**config.mk**
```make
export PLATFORM = sky130hd
export DESIGN_NAME = ipnos_queue
export DESIGN_NICKNAME = d
export VERILOG_FILES = /design/src/rtl/ipnos_pkg.sv /design/src/rtl/ipnos_queue.sv
export SDC_FILE = /design/constraint.sdc
export NUM_CORES = 1
export LEC_CHECK = 0
export BUFFER_PORTS_ARGS = -buffer_cell sky130_fd_sc_hd__clkbuf_2
export CAP_MARGIN = 20
export CORE_UTILIZATION = 45
export CTS_CLUSTER_DIAMETER = 80
export DETAILED_ROUTE_END_ITERATION = 10
export RECOVER_POWER = 25
export SETUP_SLACK_MARGIN = 0.3
export SLEW_MARGIN = 20
export SYNTH_ARGS = -nofsm -noshare
export SYNTH_HDL_FRONTEND = slang
export SYNTH_SLANG_ARGS = --single-unit
```
**constraint.sdc**
```tcl
create_clock -name aclk -period 1.75 [get_ports aclk]
set_input_delay 0.2625 -clock aclk [delete_from_list [all_inputs] [get_ports aclk]]
set_output_delay 0.2625 -clock aclk [all_outputs]
set_load 0.02 [all_outputs]
```
**src/rtl/ipnos_pkg.sv**
```systemverilog
// Shared types and constants of the in-path nearest object select block.
package ipnos_pkg;

    localparam int CoordW      = 24;
    localparam int TrigW       = 18;
    localparam int HalfW       = 23;
    localparam int DiffW       = CoordW + 1;
    localparam int ProdW       = TrigW + DiffW;
    localparam int SumW        = ProdW + 2;
    localparam int RotW        = SumW - 16;
    localparam int IndexW      = 8;
    localparam int CfgIndexW   = 4;
    localparam int CfgDataW    = 24;
    localparam int QueueDepth  = 4;
    localparam int QueuePtrW   = $clog2(QueueDepth);
    localparam int MaxObjectsDefault = 256;

    localparam logic [CfgIndexW-1:0] RegFrameCos    = 4'd0;
    localparam logic [CfgIndexW-1:0] RegFrameSin    = 4'd1;
    localparam logic [CfgIndexW-1:0] RegOriginX     = 4'd2;
    localparam logic [CfgIndexW-1:0] RegOriginY     = 4'd3;
    localparam logic [CfgIndexW-1:0] RegWindowLow   = 4'd4;
    localparam logic [CfgIndexW-1:0] RegWindowHigh  = 4'd5;
    localparam logic [CfgIndexW-1:0] RegLaneHalf    = 4'd6;
    localparam logic [CfgIndexW-1:0] RegLateralGate = 4'd7;

    typedef struct packed {
        logic signed [TrigW-1:0]  frame_cos;
        logic signed [TrigW-1:0]  frame_sin;
        logic signed [CoordW-1:0] frame_origin_x;
        logic signed [CoordW-1:0] frame_origin_y;
        logic signed [CoordW-1:0] window_low;
        logic signed [CoordW-1:0] window_high;
        logic [HalfW-1:0]         lane_half_width;
        logic                     lateral_gate_on;
    } cfg_t;

    // One classified object as it travels from front to back.
    typedef struct packed {
        logic                     pass;
        logic                     last;
        logic signed [CoordW-1:0] x_dist;
    } item_t;

endpackage

```
**src/rtl/ipnos_queue.sv**
```systemverilog
// Short queue of classified objects between front and back parts.
module ipnos_queue (
    input  logic              aclk,
    input  logic              aresetn,
    input  logic              push,
    input  ipnos_pkg::item_t  push_item,
    output logic              not_full,
    input  logic              pop,
    output logic              not_empty,
    output ipnos_pkg::item_t  pop_item
);
    import ipnos_pkg::*;

    item_t                store_reg [QueueDepth];
    logic [QueuePtrW-1:0] wr_ptr_reg, rd_ptr_reg;
    logic [QueuePtrW:0]   count_reg;

    assign not_full  = count_reg != (QueuePtrW+1)'(QueueDepth);
    assign not_empty = count_reg != '0;
    assign pop_item  = store_reg[rd_ptr_reg];

    always_ff @(posedge aclk) begin
        if (!aresetn) begin
            wr_ptr_reg <= '0;
            rd_ptr_reg <= '0;
            count_reg  <= '0;
        end else begin
            if (push) begin
                wr_ptr_reg <= wr_ptr_reg + 1'b1;
            end
            if (pop) begin
                rd_ptr_reg <= rd_ptr_reg + 1'b1;
            end
            if (push && !pop) begin
                count_reg <= count_reg + 1'b1;
            end else if (pop && !push) begin
                count_reg <= count_reg - 1'b1;
            end
        end
    end

    always_ff @(posedge aclk) begin
        if (push) begin
            store_reg[wr_ptr_reg] <= push_item;
        end
    end

endmodule

```
==> out/summary.txt <==
Clock insertion delay at the later pin of the skew report = 0.50 ns
Required @ worst endpoint = 1.49 ns
Mapped Area = 0.00424 mm²
Placed Cells = 347
Post-Syn Nets = 216
Vias = 2062
Aggregate routed wire length = 7250 µm
Highest Clock Rate = 0.487 GHz
Hold slack = 0.0675 ns
Delay-heaviest family, CP = multiplexers
Non-Filler Instances = 408
Initial DRC Count = 61
Port bufs = 57
CP max FO = 5
Global placer's final weighted congestion = 0.644
Ys flop type = edfxtp_1
Final TNS setup = -7.05 ns
Max_cap viols = 0
Util after Layout = 62.3%
Post-route DRC = 0
Layout Skew = 0.00440 ns
Library cells used by synthesis = 21
Ys async rst share = 0%
Pin count of the biggest net entering global routing = 27
Max Used Layer = met4
HP Class = in2reg
GRT Total Usage = 16.1%
IO Count = 58
PwrDens = 1260 mW/mm²
Total grt overflow = 0
Area growth from synthesis to layout = 35.0%
Register area share after synthesis = 77.8%
Core area = 0.00920 mm²
Most numerous cell in the Yosys netlist = edfxtp_1
Worst slew margin = 72.6%
Number of global-route vias before repair = 2174
Initial antenna violation count = 0
Antenna viol nets, final = 0
H-Tree Depth = 4
Multi-input gate area = 870 µm²
Status = complete, but fails checks
Fillcell total = 657
Final hold viol count = 0
Clk sinks = 113
CP Launch Type = register
# diodes = 0
Seq. cell area = 0.00332 mm²
Die area = 0.00982 mm²
Leak = 2.01 nW
Nets@finish = 323
Cell taking the most area after synthesis = edfxtp_1
Final setup fails = 26
Inserted Clock Buffers = 17
WL/cell = 17.8 µm
Slowest stage delay, CP = 0.52 ns
Root buffer cell = clkbuf_8
First-pass GRT wire length = 11200 µm
Avg Inst Size Synth = 23.6 µm²
DR vias/cell = 5.05
CP max-delay cell = mux4_2
Final HPWL from detailed placement = 3900 µm
Tmin final = 2.05 ns
Syn Inst Count = 180
Failing checks = setup timing
Clock slew seen by the registers of the worst setup and hold paths = 0.05 ns
Post-synth top cells = edfxtp_1 (104), mux4_2 (20), and2_1 (9), dfxtp_1 (9), mux4_1 (6)
CTS Buffer Depth = 2
Max Slew Vio Count = 0
Maximum vdd drop = 0.687 mV
CP Buf/Inv Count = 2
Worst Setup End Kind = output pin
Routed met1 length = 3110 µm
Drt pass-1 iters = 4
Crit path cell chain = clkbuf_16, mux4_2, buf_6
Fin area = 0.00573 mm²
Die Width = 99.1 µm
Final WS setup = -0.303 ns
Post-place instance area = 0.00468 mm²
RSZ-0062 raised after global routing = yes
Largest cells by area after synthesis = edfxtp_1 (74%), mux4_2 (11%), dfxtp_1 (4.2%), mux4_1 (3.7%), ha_1 (1.5%)
Share of layout cells above drive strength 1 = 39.4%
Synth Warn # = 0
Met3 wire len = 314 µm
CP Class = reg2out
Number of synthesized flops with an enable pin = 104
Yosys top cell area share = 73.6%
Crit path arrival time = 1.79 ns
Initial cell density of the core = 46.1%
CTS tree = built
#FFs+latches synth = 113
Site Rows = 35
Die Ht = 99.1 µm
Worst-Margin Slew = 0.411 ns
Max FFs per register = 104
Met2 WL = 3720 µm
Fin crit share = 117%
==> cell families after synthesis <==
family,share of synthesized area [%]
AND/OR/NAND/NOR,2.18
flip-flops,77.8
XOR/XNOR,1.03
AO/OA/AOI/OAI,0.295
adder cells (fa/ha/maj),1.95
multiplexers,14.8
buffers and inverters,1.92
==> per-stage QoR <==
| stage | setup WS [ns] | total power, W |
|---|---|---|
| 3_3_place_gp | 0.126 | 0.00388 |
| 4_1_cts | -0.341 | 0.00716 |
| 2_1_floorplan | 0.296 | 0.00366 |
| 5_1_grt | -0.360 | 0.00751 |
| 6_report | -0.303 | 0.00725 |
| 3_5_place_dp | 0.103 | 0.00389 |
==> layer usage <==
| metal | GRT usage [%] | vias up |
|---|---|---|
| li1 | - | 952 |
| met1 | 19.3 | 1045 |
| met2 | 26.0 | 53 |
| met3 | 5.34 | 12 |
| met4 | 8.82 | 0 |
| met5 | 0 | - |
==> worst register-to-register path, stage by stage (launching register included) <==
cell and delay (ns):
dfxtp_4 0.34, buf_6 0.12, fa_2 0.35, xor2_1 0.15
or3_1 0.33, a21boi_2 0.12
==> repair_timing <==
action                     in CTS  in global routing
hold buffers                   26                  0
cloned                          1                  2
setup endpoints to repair     106                 29
hold endpoints to repair      104                  0
pin swaps                       6                  5
setup buffers                   2                  1
gates resized for setup        15                 78
==> layout make-up <==
cell class | count | area share (%)
sequential | 113 | 57.9
multi-input combinational | 57 | 15.2
timing repair buffer | 94 | 14.8
clock buffer | 19 | 7.36
tap | 111 | 2.42
clock inverter | 10 | 2.10
inverter | 4 | 0.262
==> worst paths after layout <==
| kind | endpoint | start | slack [ns] | cells after the start |
|---|---|---|---|---|
| hold / removal | register | aresetn | 0.07 | 2 |
| setup / recovery | pop_item[0] | register | -0.30 | 3 |
| hold reg to reg | wr_ptr_reg[1] | wr_ptr_reg[1] | 0.56 | 2 |
| setup reg to reg | count_reg[2] | count_reg[0] | 0.26 | 5 |
==> layout by cell type, fill, tap and decap left out, drive strengths merged <==
cell / n
a21boi: 1
nor2b: 2
and2: 9
clkbuf: 55
mux4: 26
nor2: 1
mux2i: 2
bufinv: 3
buf: 32
nand2: 2
inv: 4
xor2: 3
dfxtp: 9
o21ai: 1
or3: 2
xnor2: 2
fa: 1
clkinv: 7
edfxtp: 104
ha: 5
dlygate4sd3: 26
==> where the power goes <==
part / leakage [nW] / internal (W) / switching, W / total [W]
clock network: 0.267 / 0.00211 / 0.00104 / 0.00315
registers: 1.03 / 0.00311 / 0.0000539 / 0.00316
logic: 0.716 / 0.000502 / 0.000436 / 0.000938
No activity file was read; power rests on OpenSTA's default activity.
