$ cat src/rtl/ipnos_pkg.sv
// Shared types and constants of the in-path nearest object select block.
package ipnos_pkg;

    localparam int CoordW      = 24;
    localparam int TrigW       = 18;
    localparam int HalfW       = 23;
    localparam int DiffW       = CoordW + 1;
    localparam int ProdW       = TrigW + DiffW;
    localparam int SumW        = ProdW + 2;
    localparam int RotW        = SumW - 16;
    localparam int IndexW      = 8;
    localparam int CfgIndexW   = 4;
    localparam int CfgDataW    = 24;
    localparam int QueueDepth  = 4;
    localparam int QueuePtrW   = $clog2(QueueDepth);
    localparam int MaxObjectsDefault = 256;

    localparam logic [CfgIndexW-1:0] RegFrameCos    = 4'd0;
    localparam logic [CfgIndexW-1:0] RegFrameSin    = 4'd1;
    localparam logic [CfgIndexW-1:0] RegOriginX     = 4'd2;
    localparam logic [CfgIndexW-1:0] RegOriginY     = 4'd3;
    localparam logic [CfgIndexW-1:0] RegWindowLow   = 4'd4;
    localparam logic [CfgIndexW-1:0] RegWindowHigh  = 4'd5;
    localparam logic [CfgIndexW-1:0] RegLaneHalf    = 4'd6;
    localparam logic [CfgIndexW-1:0] RegLateralGate = 4'd7;

    typedef struct packed {
        logic signed [TrigW-1:0]  frame_cos;
        logic signed [TrigW-1:0]  frame_sin;
        logic signed [CoordW-1:0] frame_origin_x;
        logic signed [CoordW-1:0] frame_origin_y;
        logic signed [CoordW-1:0] window_low;
        logic signed [CoordW-1:0] window_high;
        logic [HalfW-1:0]         lane_half_width;
        logic                     lateral_gate_on;
    } cfg_t;

    // One classified object as it travels from front to back.
    typedef struct packed {
        logic                     pass;
        logic                     last;
        logic signed [CoordW-1:0] x_dist;
    } item_t;

endpackage

$ cat src/rtl/ipnos_back.sv
// Back part: running minimum over the list and the result register.
module ipnos_back #(
    parameter int MAX_OBJECTS = ipnos_pkg::MaxObjectsDefault
) (
    input  logic                                aclk,
    input  logic                                aresetn,
    input  logic                                in_valid,
    output logic                                in_ready,
    input  ipnos_pkg::item_t                    in_item,
    output logic                                res_valid,
    input  logic                                res_ready,
    output logic                                res_found,
    output logic [ipnos_pkg::IndexW-1:0]        res_index,
    output logic signed [ipnos_pkg::CoordW-1:0] res_dist
);
    import ipnos_pkg::*;

    logic                     pop;
    logic [IndexW-1:0]        count_reg, count_next;
    logic                     full_reg, full_next;
    logic                     have_reg, have_next;
    logic [IndexW-1:0]        pos_reg, pos_next;
    logic signed [CoordW-1:0] best_reg, best_next;
    logic                     rv_reg, rv_next;
    logic                     rf_reg, rf_next;
    logic [IndexW-1:0]        ri_reg, ri_next;
    logic signed [CoordW-1:0] rd_reg, rd_next;

    assign in_ready = !rv_reg || res_ready;
    assign pop      = in_valid && in_ready;

    always_comb begin
        count_next = count_reg;
        full_next  = full_reg;
        have_next  = have_reg;
        pos_next   = pos_reg;
        best_next  = best_reg;
        rv_next    = rv_reg && !res_ready;
        rf_next    = rf_reg;
        ri_next    = ri_reg;
        rd_next    = rd_reg;
        if (pop && !full_reg) begin
            if (in_item.pass && (!have_reg || in_item.x_dist < best_reg)) begin
                have_next = 1'b1;
                pos_next  = count_reg;
                best_next = in_item.x_dist;
            end
            if ({1'b0, count_reg} >= (IndexW+1)'(MAX_OBJECTS - 1)) begin
                full_next = 1'b1;
            end else begin
                count_next = count_reg + 1'b1;
            end
        end
        if (pop && in_item.last) begin
            rv_next    = 1'b1;
            rf_next    = have_next;
            ri_next    = have_next ? pos_next : '0;
            rd_next    = have_next ? best_next : '0;
            count_next = '0;
            full_next  = 1'b0;
            have_next  = 1'b0;
            pos_next   = '0;
            best_next  = '0;
        end
    end

    always_ff @(posedge aclk) begin
        if (!aresetn) begin
            count_reg <= '0;
            full_reg  <= 1'b0;
            have_reg  <= 1'b0;
            pos_reg   <= '0;
            best_reg  <= '0;
            rv_reg    <= 1'b0;
        end else begin
            count_reg <= count_next;
            full_reg  <= full_next;
            have_reg  <= have_next;
            pos_reg   <= pos_next;
            best_reg  <= best_next;
            rv_reg    <= rv_next;
        end
    end

    always_ff @(posedge aclk) begin
        rf_reg <= rf_next;
        ri_reg <= ri_next;
        rd_reg <= rd_next;
    end

    assign res_valid = rv_reg;
    assign res_found = rf_reg;
    assign res_index = ri_reg;
    assign res_dist  = rd_reg;

endmodule

$ cat config.mk
export PLATFORM = sky130hd
export DESIGN_NAME = ipnos_back
export DESIGN_NICKNAME = d
export VERILOG_FILES = /design/src/rtl/ipnos_pkg.sv /design/src/rtl/ipnos_back.sv
export SDC_FILE = /design/constraint.sdc
export NUM_CORES = 1
export LEC_CHECK = 0
export ABC_AREA = 1
export BUFFER_PORTS_ARGS = -buffer_cell sky130_fd_sc_hd__buf_2
export CAP_MARGIN = 20
export CORE_MARGIN = 5
export CORE_UTILIZATION = 40
export DETAILED_ROUTE_END_ITERATION = 8
export HOLD_SLACK_MARGIN = 0.15
export PLACE_DENSITY = 0.61
export SLEW_MARGIN = 10
export SYNTH_ARGS = -nofsm -noshare
export SYNTH_HDL_FRONTEND = slang
export SYNTH_SLANG_ARGS = --single-unit
$ cat constraint.sdc
create_clock -name aclk -period 3.7 [get_ports aclk]
set_input_delay 0.74 -clock aclk [delete_from_list [all_inputs] [get_ports aclk]]
set_output_delay 0.74 -clock aclk [all_outputs]
set_load 0.02 [all_outputs]
==> results of run 1 <==
==> cells in the final DEF, fill, tap and decap left out <==
master and instances:
nor2_1 74, nand3_4 1, a31oi_1 1, or2_1 1, nor3_2 1, inv_6 1, buf_4 8, dfxtp_1 43
inv_2 1, nor2_4 1, clkinvlp_4 2, nand4_1 2, nand2_4 1, a21oi_1 12, ha_1 24, buf_2 64
nor2_2 2, nand3_1 37, nand2_2 2, edfxtp_1 33, bufinv_16 2, inv_1 88, clkbuf_1 1, clkinv_1 1
o21ai_0 7, clkbuf_8 9, nor3_1 5, nand2_1 116
==> area by class of cell <==
class / count / area (um^2)
fillers: 911 / 4770
well taps: 111 / 139
inverters: 89 / 334
clock buffers: 10 / 128
flip-flops and latches: 76 / 1850
multi-input cells: 287 / 1420
repair buffers: 72 / 380
clock inverters: 6 / 87.6
==> power by group <==
| group | leakage (nW) | internal (mW) | switching, mW |
|---|---|---|---|
| logic | 1.35 | 0.0996 | 0.193 |
| clock network | 0.101 | 0.380 | 0.310 |
| registers | 0.671 | 0.920 | 0.0120 |
==> worst paths after layout <==
path / depth (start not counted) / end / start / slack [ns]
max: 16 / res_dist[20] / in_item[21] / 1.11
min: 2 / count_reg[7] / count_reg[7] / 0.47
max reg2reg: 15 / res_dist[20] / best_reg[23] / 1.27
min reg2reg: 2 / count_reg[7] / count_reg[7] / 0.47
==> per-layer routing <==
layer	global-route usage	wire length (um)	vias to the layer above
met5	0	11	-
met4	0.0592	131	2
met3	0.0389	360	10
met2	0.244	3760	71
met1	0.179	3610	1342
li1	-	-	1568
==> metrics by stage <==
stage                     utilization  worst slack [ns]
after global placement          0.453             0.790
after floorplan                     -             0.400
after CTS                       0.476              1.12
final                           0.476              1.11
after global routing            0.476             0.873
after detailed placement        0.453             0.750
==> cells by family after synthesis <==
kind of cell | Yosys count
AO/OA/AOI/OAI | 20
adder cells (fa/ha/maj) | 24
buffers and inverters | 104
flip-flops | 76
AND/OR/NAND/NOR | 243
==> critical path, cell delays in order <==
cell and delay [ns]:
buf_2 0.12, ha_1 0.32, nand2_1 0.11, nor2_2 0.05, nand2_1 0.09, inv_1 0.05
nand2_1 0.05, nand3_1 0.05, nor2_1 0.12, nand2_1 0.06, nand2_1 0.09, nand3_4 0.19
nand2_4 0.36, nand2_1 0.11, nand2_1 0.10, nor2_1 0.05
==> flow_summary.ini, run 1 <==
[floorplan]
ios = 65
die-area_mm2 = 0.0112
core_area_mm2 = 0.00911
start_util = 0.404
rows = 35
die_x_um = 106
die_y_um = 106

[logic_synthesis]
ys_seq_elements = 76
synthFlopType = dfxtp_1
synth_edf_count = 33
yosysTopAreaCell = edfxtp_1
synth_compound_area_frac = 0.0275
synth_fp_nets = 521
synthCells = 467
muxShareOfSynthArea = 0
yosys.cell_count.top_type = nand2_1
syn_area_per_cell_um2 = 7.88
yosysTopAreaCellShare = 0.269
yosys-top-cells-area = edfxtp_1, dfxtp_1, nand2_1, inv_1, ha_1
yosysSeqAreaShare = 0.503
synth-xor-area-share = 0
synth_commonest_cells = nand2_1, inv_1, nor2_1, dfxtp_1, nand3_1
synthAdderAreaFrac = 0.0816
synth-async-reset-ratio = 0
syn_area_mm2 = 0.00368
synth_top_family_by_area = simple AND/OR/NAND/NOR gates
yosys_warnings = 0
yosys.area_share.simple = 0.274
ys_types = 23

[global_route]
grt_use_total = 0.146
grt_overflow = 0
grt_max_degree = 34
grt_pass1_vias = 2883
grt_first_pass_wirelength_um = 13000
antenna_found_initial = 1

[clocking]
cts_root_buf = clkbuf_8
cts_sinks = 76
htree_levels = 3
clock_latency_ns = 0.35
cts_resized = 0
post_cts_buffers = 0
cts_hold_buf = 0
cts_tree = yes
numCtsBuffers = 9
clock_tree.buffer_depth = 2
clk_pin_slew_ns = 0.08

[power_and_ir_drop]
p_leak_nw = 2.13
powerDensity_mw_per_mm2 = 441
power_mw = 1.91
peakVddDrop_uv = 144

[setup_path]
worstPathRequired_ns = 3.78
crit_path_end_kind = flop
criticalPathCategory = in -> reg
crit_fanout = 32
crit_arrival_ns = 2.67
startpoint_type = input port

[final_layout]
fin_area_mm2 = 0.00434
drive_gt1_frac = 0.176
stdcell_count = 651
diodes = 0
layout.nets = 589
area.growth.synth_to_final_pct = 17.9

[drt]
dr.first_iter.drc_count = 142
drc = 0
drtAntennaViolNets = 0
routedWlPerCell_um = 12.1
vias = 2993
viasPerCell = 4.60
dr.pass1.iters = 4
drt-total-wl_um = 7870

[timing]
max_freq_mhz = 385
min_period_ns = 2.59
slew_headroom = 0.505
fin_worst_skew_ns = 0.0112
hold_viol = 0
setup_viol = 0
slew_viol_final = 0
rsz0062_at_grt = no
holdWs_ns = 0.474
timing.setup.tns_ns = 0
worstMarginPinSlew_ns = 0.740
min_period_over_period = 0.701

[status]
status = finished, final reports clean

[placed_design]
gp_congestion = 0.748
numPortBuffers = 64
place_hpwl_um = 5670
dpl_cell_area_mm2 = 0.00412
dp_cells = 635

[min_path]
hold_path_class = reg -> reg

[job]
cap_violations = 0
No activity file was read; power rests on OpenSTA's default activity.
==> run 2, diff against run 1 <==
clock period = 2.5 ns   (was 3.7 ns; I/O delays follow)
==> run 2 against run 1 <==
  * Cell area increased by 1.2%
  * Non-clock buffer count rose by 6
  * Critical path type is now reg -> reg
  * Flip-flop and latch count stayed put
  * First-iteration DRC count grew 4.2%
  * Final cell count is 0.92% higher
  * Largest power group unchanged
  * Critical endpoint is now res_dist[12]
  * Setup slack worse by 0.76 ns
  * Worst hold slack worse by 0.11 ns
  * Sequential power is 48% higher
  * Global-route usage is 0.92 points higher
  * Combinational power grew 56%
  * Clock power grew 27%
  * Count of clock-buffer cells in the layout shrank 1
==> flow_summary.ini, run 2 (synthesis results as in run 1) <==
[status]
status = finished, final reports clean

[clocking]
cts_resized = 0
htree_levels = 3
clk_pin_slew_ns = 0.09
numCtsBuffers = 9
cts_hold_buf = 0
cts_root_buf = clkbuf_8
clock_latency_ns = 0.35
cts_sinks = 76
clock_tree.buffer_depth = 2
cts_tree = yes
post_cts_buffers = 0

[setup_path]
worstPathRequired_ns = 2.60
startpoint_type = flop
criticalPathCategory = reg -> reg
crit_path_end_kind = flop
crit_fanout = 22
crit_arrival_ns = 2.25
reg2reg_slack_ns = 0.35

[final_layout]
post-route-util = 0.482
area.growth.synth_to_final_pct = 19.3
diodes = 0
stdcell_count = 657
drive_gt1_frac = 0.189
most-common-layout-cells = nand2_1, inv_1, nor2_1, buf_2, dfxtp_1
nFillCells = 932
final_common_cell = nand2_1
fin_area_mm2 = 0.00439
layout.nets = 595

[floorplan]
die_y_um = 106
start_util = 0.404
core_area_mm2 = 0.00911
rows = 35
die-area_mm2 = 0.0112
die_x_um = 106
ios = 65

[power_and_ir_drop]
peakVddDrop_uv = 245
powerDensity_mw_per_mm2 = 618
p_leak_nw = 2.15

[timing]
hold_viol = 0
layout_setup_ws_ns = 0.350
timing.setup.tns_ns = 0
slew_headroom = 0.672
worstMarginPinSlew_ns = 0.491
setup_viol = 0
fin_worst_skew_ns = 0.0106
rsz0062_at_grt = no
min_period_ns = 2.15
slew_viol_final = 0
min_period_over_period = 0.860
max_freq_mhz = 465

[job]
cap_violations = 0

[global_route]
antenna_found_initial = 0
grt_first_pass_wirelength_um = 14000
grt_overflow = 0
grt_pass1_vias = 3013
grt_max_degree = 34
grt_use_total = 0.155

[drt]
dr.pass1.iters = 4
vias = 3066
drt-total-wl_um = 8210
viasPerCell = 4.67
dr.first_iter.drc_count = 148
drtAntennaViolNets = 0
wl_met2_um = 3830
drt-met1-wl_um = 3850
routedWlPerCell_um = 12.5
drc = 0
wl_met3_um = 356
top_layer_used = met4

[placed_design]
dpl_cell_area_mm2 = 0.00421
pre_cts_slack_ns = 0.0355
place_hpwl_um = 6000
dp_cells = 641
gp_congestion = 0.793
numPortBuffers = 64

[min_path]
hold_path_class = in -> reg
-- run 2: cell types whose count changed in the layout (fill, tap and decap cells not counted), sizes merged --
cell	change
buf	+6
bufinv	-2
clkinv	+1
inv	+2
clkbuf	-1
-- run 2: stage by stage --
stage                     hold slack [ns]  power, mW
after floorplan                     0.429       1.71
after global placement              0.443       1.85
after detailed placement            0.461       1.87
after CTS                           0.350       2.74
after global routing                0.372       2.87
final                               0.364       2.71
-- run 2: path summary, 6_finish.rpt --
kind | startpoint | end | cells after the start
max | best_reg[5] | res_dist[12] | 15
min | aresetn | res_valid | 3
max reg2reg | best_reg[5] | res_dist[12] | 15
min reg2reg | full_reg | full_reg | 2
-- run 2: worst max-delay path: stages, from the launching register on --
cell,delay (ns)
dfxtp_1,0.31
inv_1,0.04
ha_1,0.28
a21oi_1,0.15
nor2_1,0.05
nor3_1,0.15
nand2_1,0.11
nand2_1,0.09
nand2_1,0.05
nand2_1,0.09
nand3_4,0.11
nand2_4,0.10
buf_12,0.16
nand2_1,0.06
nand2_1,0.09
nor2_1,0.05
-- run 2: cell type report --
type / count / area (um^2) / area share
clock buffer: 9 / 124 / 0.0282
clock inverter: 7 / 58.8 / 0.0134
inverter: 89 / 334 / 0.0761
multi-input combinational: 287 / 1420 / 0.323
sequential: 76 / 1850 / 0.422
tap: 111 / 139 / 0.0316
timing repair buffer: 78 / 463 / 0.105
-- run 2: per-layer routing --
layer  global-route usage  up-vias
met2                0.259       64
met3               0.0364       14
li1                     -     1588
met5                    0        -
met1                0.195     1400
met4               0.0611        0
-- run 2: power by group --
group / internal, mW / total, mW / switching, mW
logic: 0.164 / 0.456 / 0.292
clock network: 0.374 / 0.877 / 0.503
registers: 1.36 / 1.38 / 0.0173
total: 1.90 / 2.71 / 0.812
==> run 3, diff against run 2 <==
ABC_AREA = unset   (was 1)
PLACE_DENSITY = 0.62   (was 0.61)
==> run 3 against run 2 <==
  * Flip-flop and latch count unchanged
  * Synthesized area decreased by 3.1%
  * First-iteration DRC count increased by 2.7%
  * Register-to-register slack got worse by 0.22 ns
  * Worst hold slack improved by 0.055 ns
  * Sequential power about the same
  * Count of clock-buffer cells in the layout increased by 3
  * Combinational power decreased by 21%
  * Routed wire length increased by 8.0%
  * Critical path depth decreased by 6
  * Critical endpoint is now res_dist[8]
==> flow_summary.ini, run 3 <==
[setup_path]
cp_cell_sequence = inv_1 -> ha_1 -> nand4_1 -> nor4_2 -> o21ai_1 -> o32a_2 -> buf_12 -> nand3_1 -> o21ai_0
crit_fanout = 16
crit_arrival_ns = 2.45
cp_slowest_cell = o32a_2
criticalPathCategory = reg -> reg
max_stage_delay_ns = 0.43
crit_path_end_kind = flop
worstPathRequired_ns = 2.58
startpoint_type = flop

[final_layout]
post-route-util = 0.508
most-common-layout-cells = buf_2, o21ai_0, nand3_1, dfxtp_1, a21oi_1
final_common_cell = buf_2
diodes = 0
drive_gt1_frac = 0.257
layout.nets = 508
area.growth.synth_to_final_pct = 24.2

[power_and_ir_drop]
netSwitchingPower_mw = 0.683
netSwitchingFraction = 0.242
seqPwrFrac = 0.481
powerDensity_mw_per_mm2 = 638
p_leak_nw = 1.70
combinationalPowerShare = 0.127
peakVddDrop_uv = 349
p_int_mw = 2.14
clockPowerShare = 0.392

[status]
status = finished, final reports clean

[timing]
max_freq_mhz = 422
min_period_over_period = 0.949
layout_setup_ws_ns = 0.129
fin_worst_skew_ns = 0.0147
slew_viol_final = 0
hold_viol = 0
rsz0062_at_grt = yes
min_period_ns = 2.37
slew_headroom = 0.667
worstMarginPinSlew_ns = 0.499
setup_viol = 0
timing.setup.tns_ns = 0

[logic_synthesis]
yosysSeqAreaShare = 0.519
ys_seq_elements = 76
synth-async-reset-ratio = 0
synth_fp_nets = 421
yosys-top-cells-area = edfxtp_1, dfxtp_1, ha_1, o21ai_0, nand3_1
syn_area_mm2 = 0.00356
yosysTopAreaCellShare = 0.278
yosysTopAreaCell = edfxtp_1
yosys.cell_count.top_type = o21ai_0
synthCells = 367
syn_area_per_cell_um2 = 9.71
ys_types = 38
synth_edf_count = 33
synth_commonest_cells = o21ai_0, nand3_1, dfxtp_1, a21oi_1, edfxtp_1
synthFlopType = dfxtp_1
yosys_warnings = 0

[clocking]
numCtsBuffers = 9
cts_hold_buf = 0
clk_pin_slew_ns = 0.07
cts_tree = yes
cts_root_buf = clkbuf_8
cts_sinks = 76
htree_levels = 3
clock_tree.buffer_depth = 2
clock_latency_ns = 0.35

[drt]
drt-total-wl_um = 8870
viasPerCell = 5.38
dr.first_iter.drc_count = 152
drc = 0
routedWlPerCell_um = 15.6
dr.pass1.iters = 4
drtAntennaViolNets = 0
vias = 3052

[floorplan]
core_area_mm2 = 0.00872
rows = 34
die_y_um = 104
start_util = 0.409
die_x_um = 104
die-area_mm2 = 0.0109
ios = 65

[placed_design]
numPortBuffers = 64
pre_cts_slack_ns = -0.190
place_hpwl_um = 5940
gp_congestion = 0.787

[job]
cap_violations = 0

[global_route]
grt_overflow = 0
grt_use_total = 0.158
antenna_found_initial = 0
grt_pass1_vias = 2921
grt_max_degree = 43
grt_first_pass_wirelength_um = 14200

[min_path]
hold_path_class = in -> reg
==> run 3: layout make-up <==
type / count / area (um^2)
Clock buffer: 12 / 135
Fill cell: 781 / 4290
Multi-Input combinational cell: 247 / 1550
Inverter: 26 / 97.6
Tap cell: 108 / 135
Timing Repair Buffer: 94 / 558
Clock inverter: 4 / 97.6
Sequential cell: 76 / 1850
==> run 3: final timing paths <==
kind / startpoint / to / slack, ns / depth (start not counted)
min reg2reg: best_reg[14] / best_reg[14] / 0.48 / 2
max reg2reg: best_reg[18] / res_dist[8] / 0.13 / 9
max: best_reg[18] / res_dist[8] / 0.13 / 9
min: aresetn / res_valid / 0.42 / 2
==> run 3: metal layers <==
| layer | global-route usage | part of all wire |
|---|---|---|
| met1 | 0.205 | 0.45 |
| met2 | 0.255 | 0.49 |
| met3 | 0.0403 | 0.047 |
| met4 | 0.0564 | 0.013 |
| met5 | 0 | 0 |
==> run 3: power groups by stage <==
stage	clock (mW)	sequential [mW]	combinational (mW)
3_5_place_dp	0	1.39	0.352
6_report	1.11	1.36	0.360
4_1_cts	1.13	1.36	0.354
5_1_grt	1.18	1.36	0.398
3_3_place_gp	0	1.39	0.347
2_1_floorplan	0	1.42	0.177
==> run 3: what timing repair did <==
action / CTS / global route
setup endpoints to repair: 0 / 54
gates resized for setup: 0 / 3
buffers inserted: 0 / 1
==> run 3: stage by stage <==
stage	area (um^2)	power [mW]	hold slack (ns)	cells
floorplan	3560	1.60	0.437	367
global placement	4160	1.73	0.446	549
detailed placement	4160	1.74	0.463	549
CTS	4390	2.85	0.396	565
global route	4430	2.94	0.392	567
finish	4430	2.83	0.419	567
==> run 3: cells by family (layout without fill, tap and decap cells) <==
kind of cell | Yosys count | in the layout | synth area share
AOI/OAI and AO/OA | 121 | 121 | 0.198
buffers and inverters | 45 | 136 | 0.0537
xor gates and xnor gates | 5 | 5 | 0.0123
DFF | 76 | 76 | 0.519
and+or+nand+nor | 95 | 96 | 0.130
muxes | 1 | 1 | 0.00281
adders and majority gates | 24 | 24 | 0.0842
==> run 3: worst max-delay path: cells and delay by family (launching register included) <==
| kind | cells | cell delay (ns) |
|---|---|---|
| and+or+nand+nor | 3 | 0.57 |
| buffers and inverters | 2 | 0.22 |
| adders and majority gates | 1 | 0.29 |
| DFF | 1 | 0.33 |
| AOI/OAI and AO/OA | 3 | 0.68 |
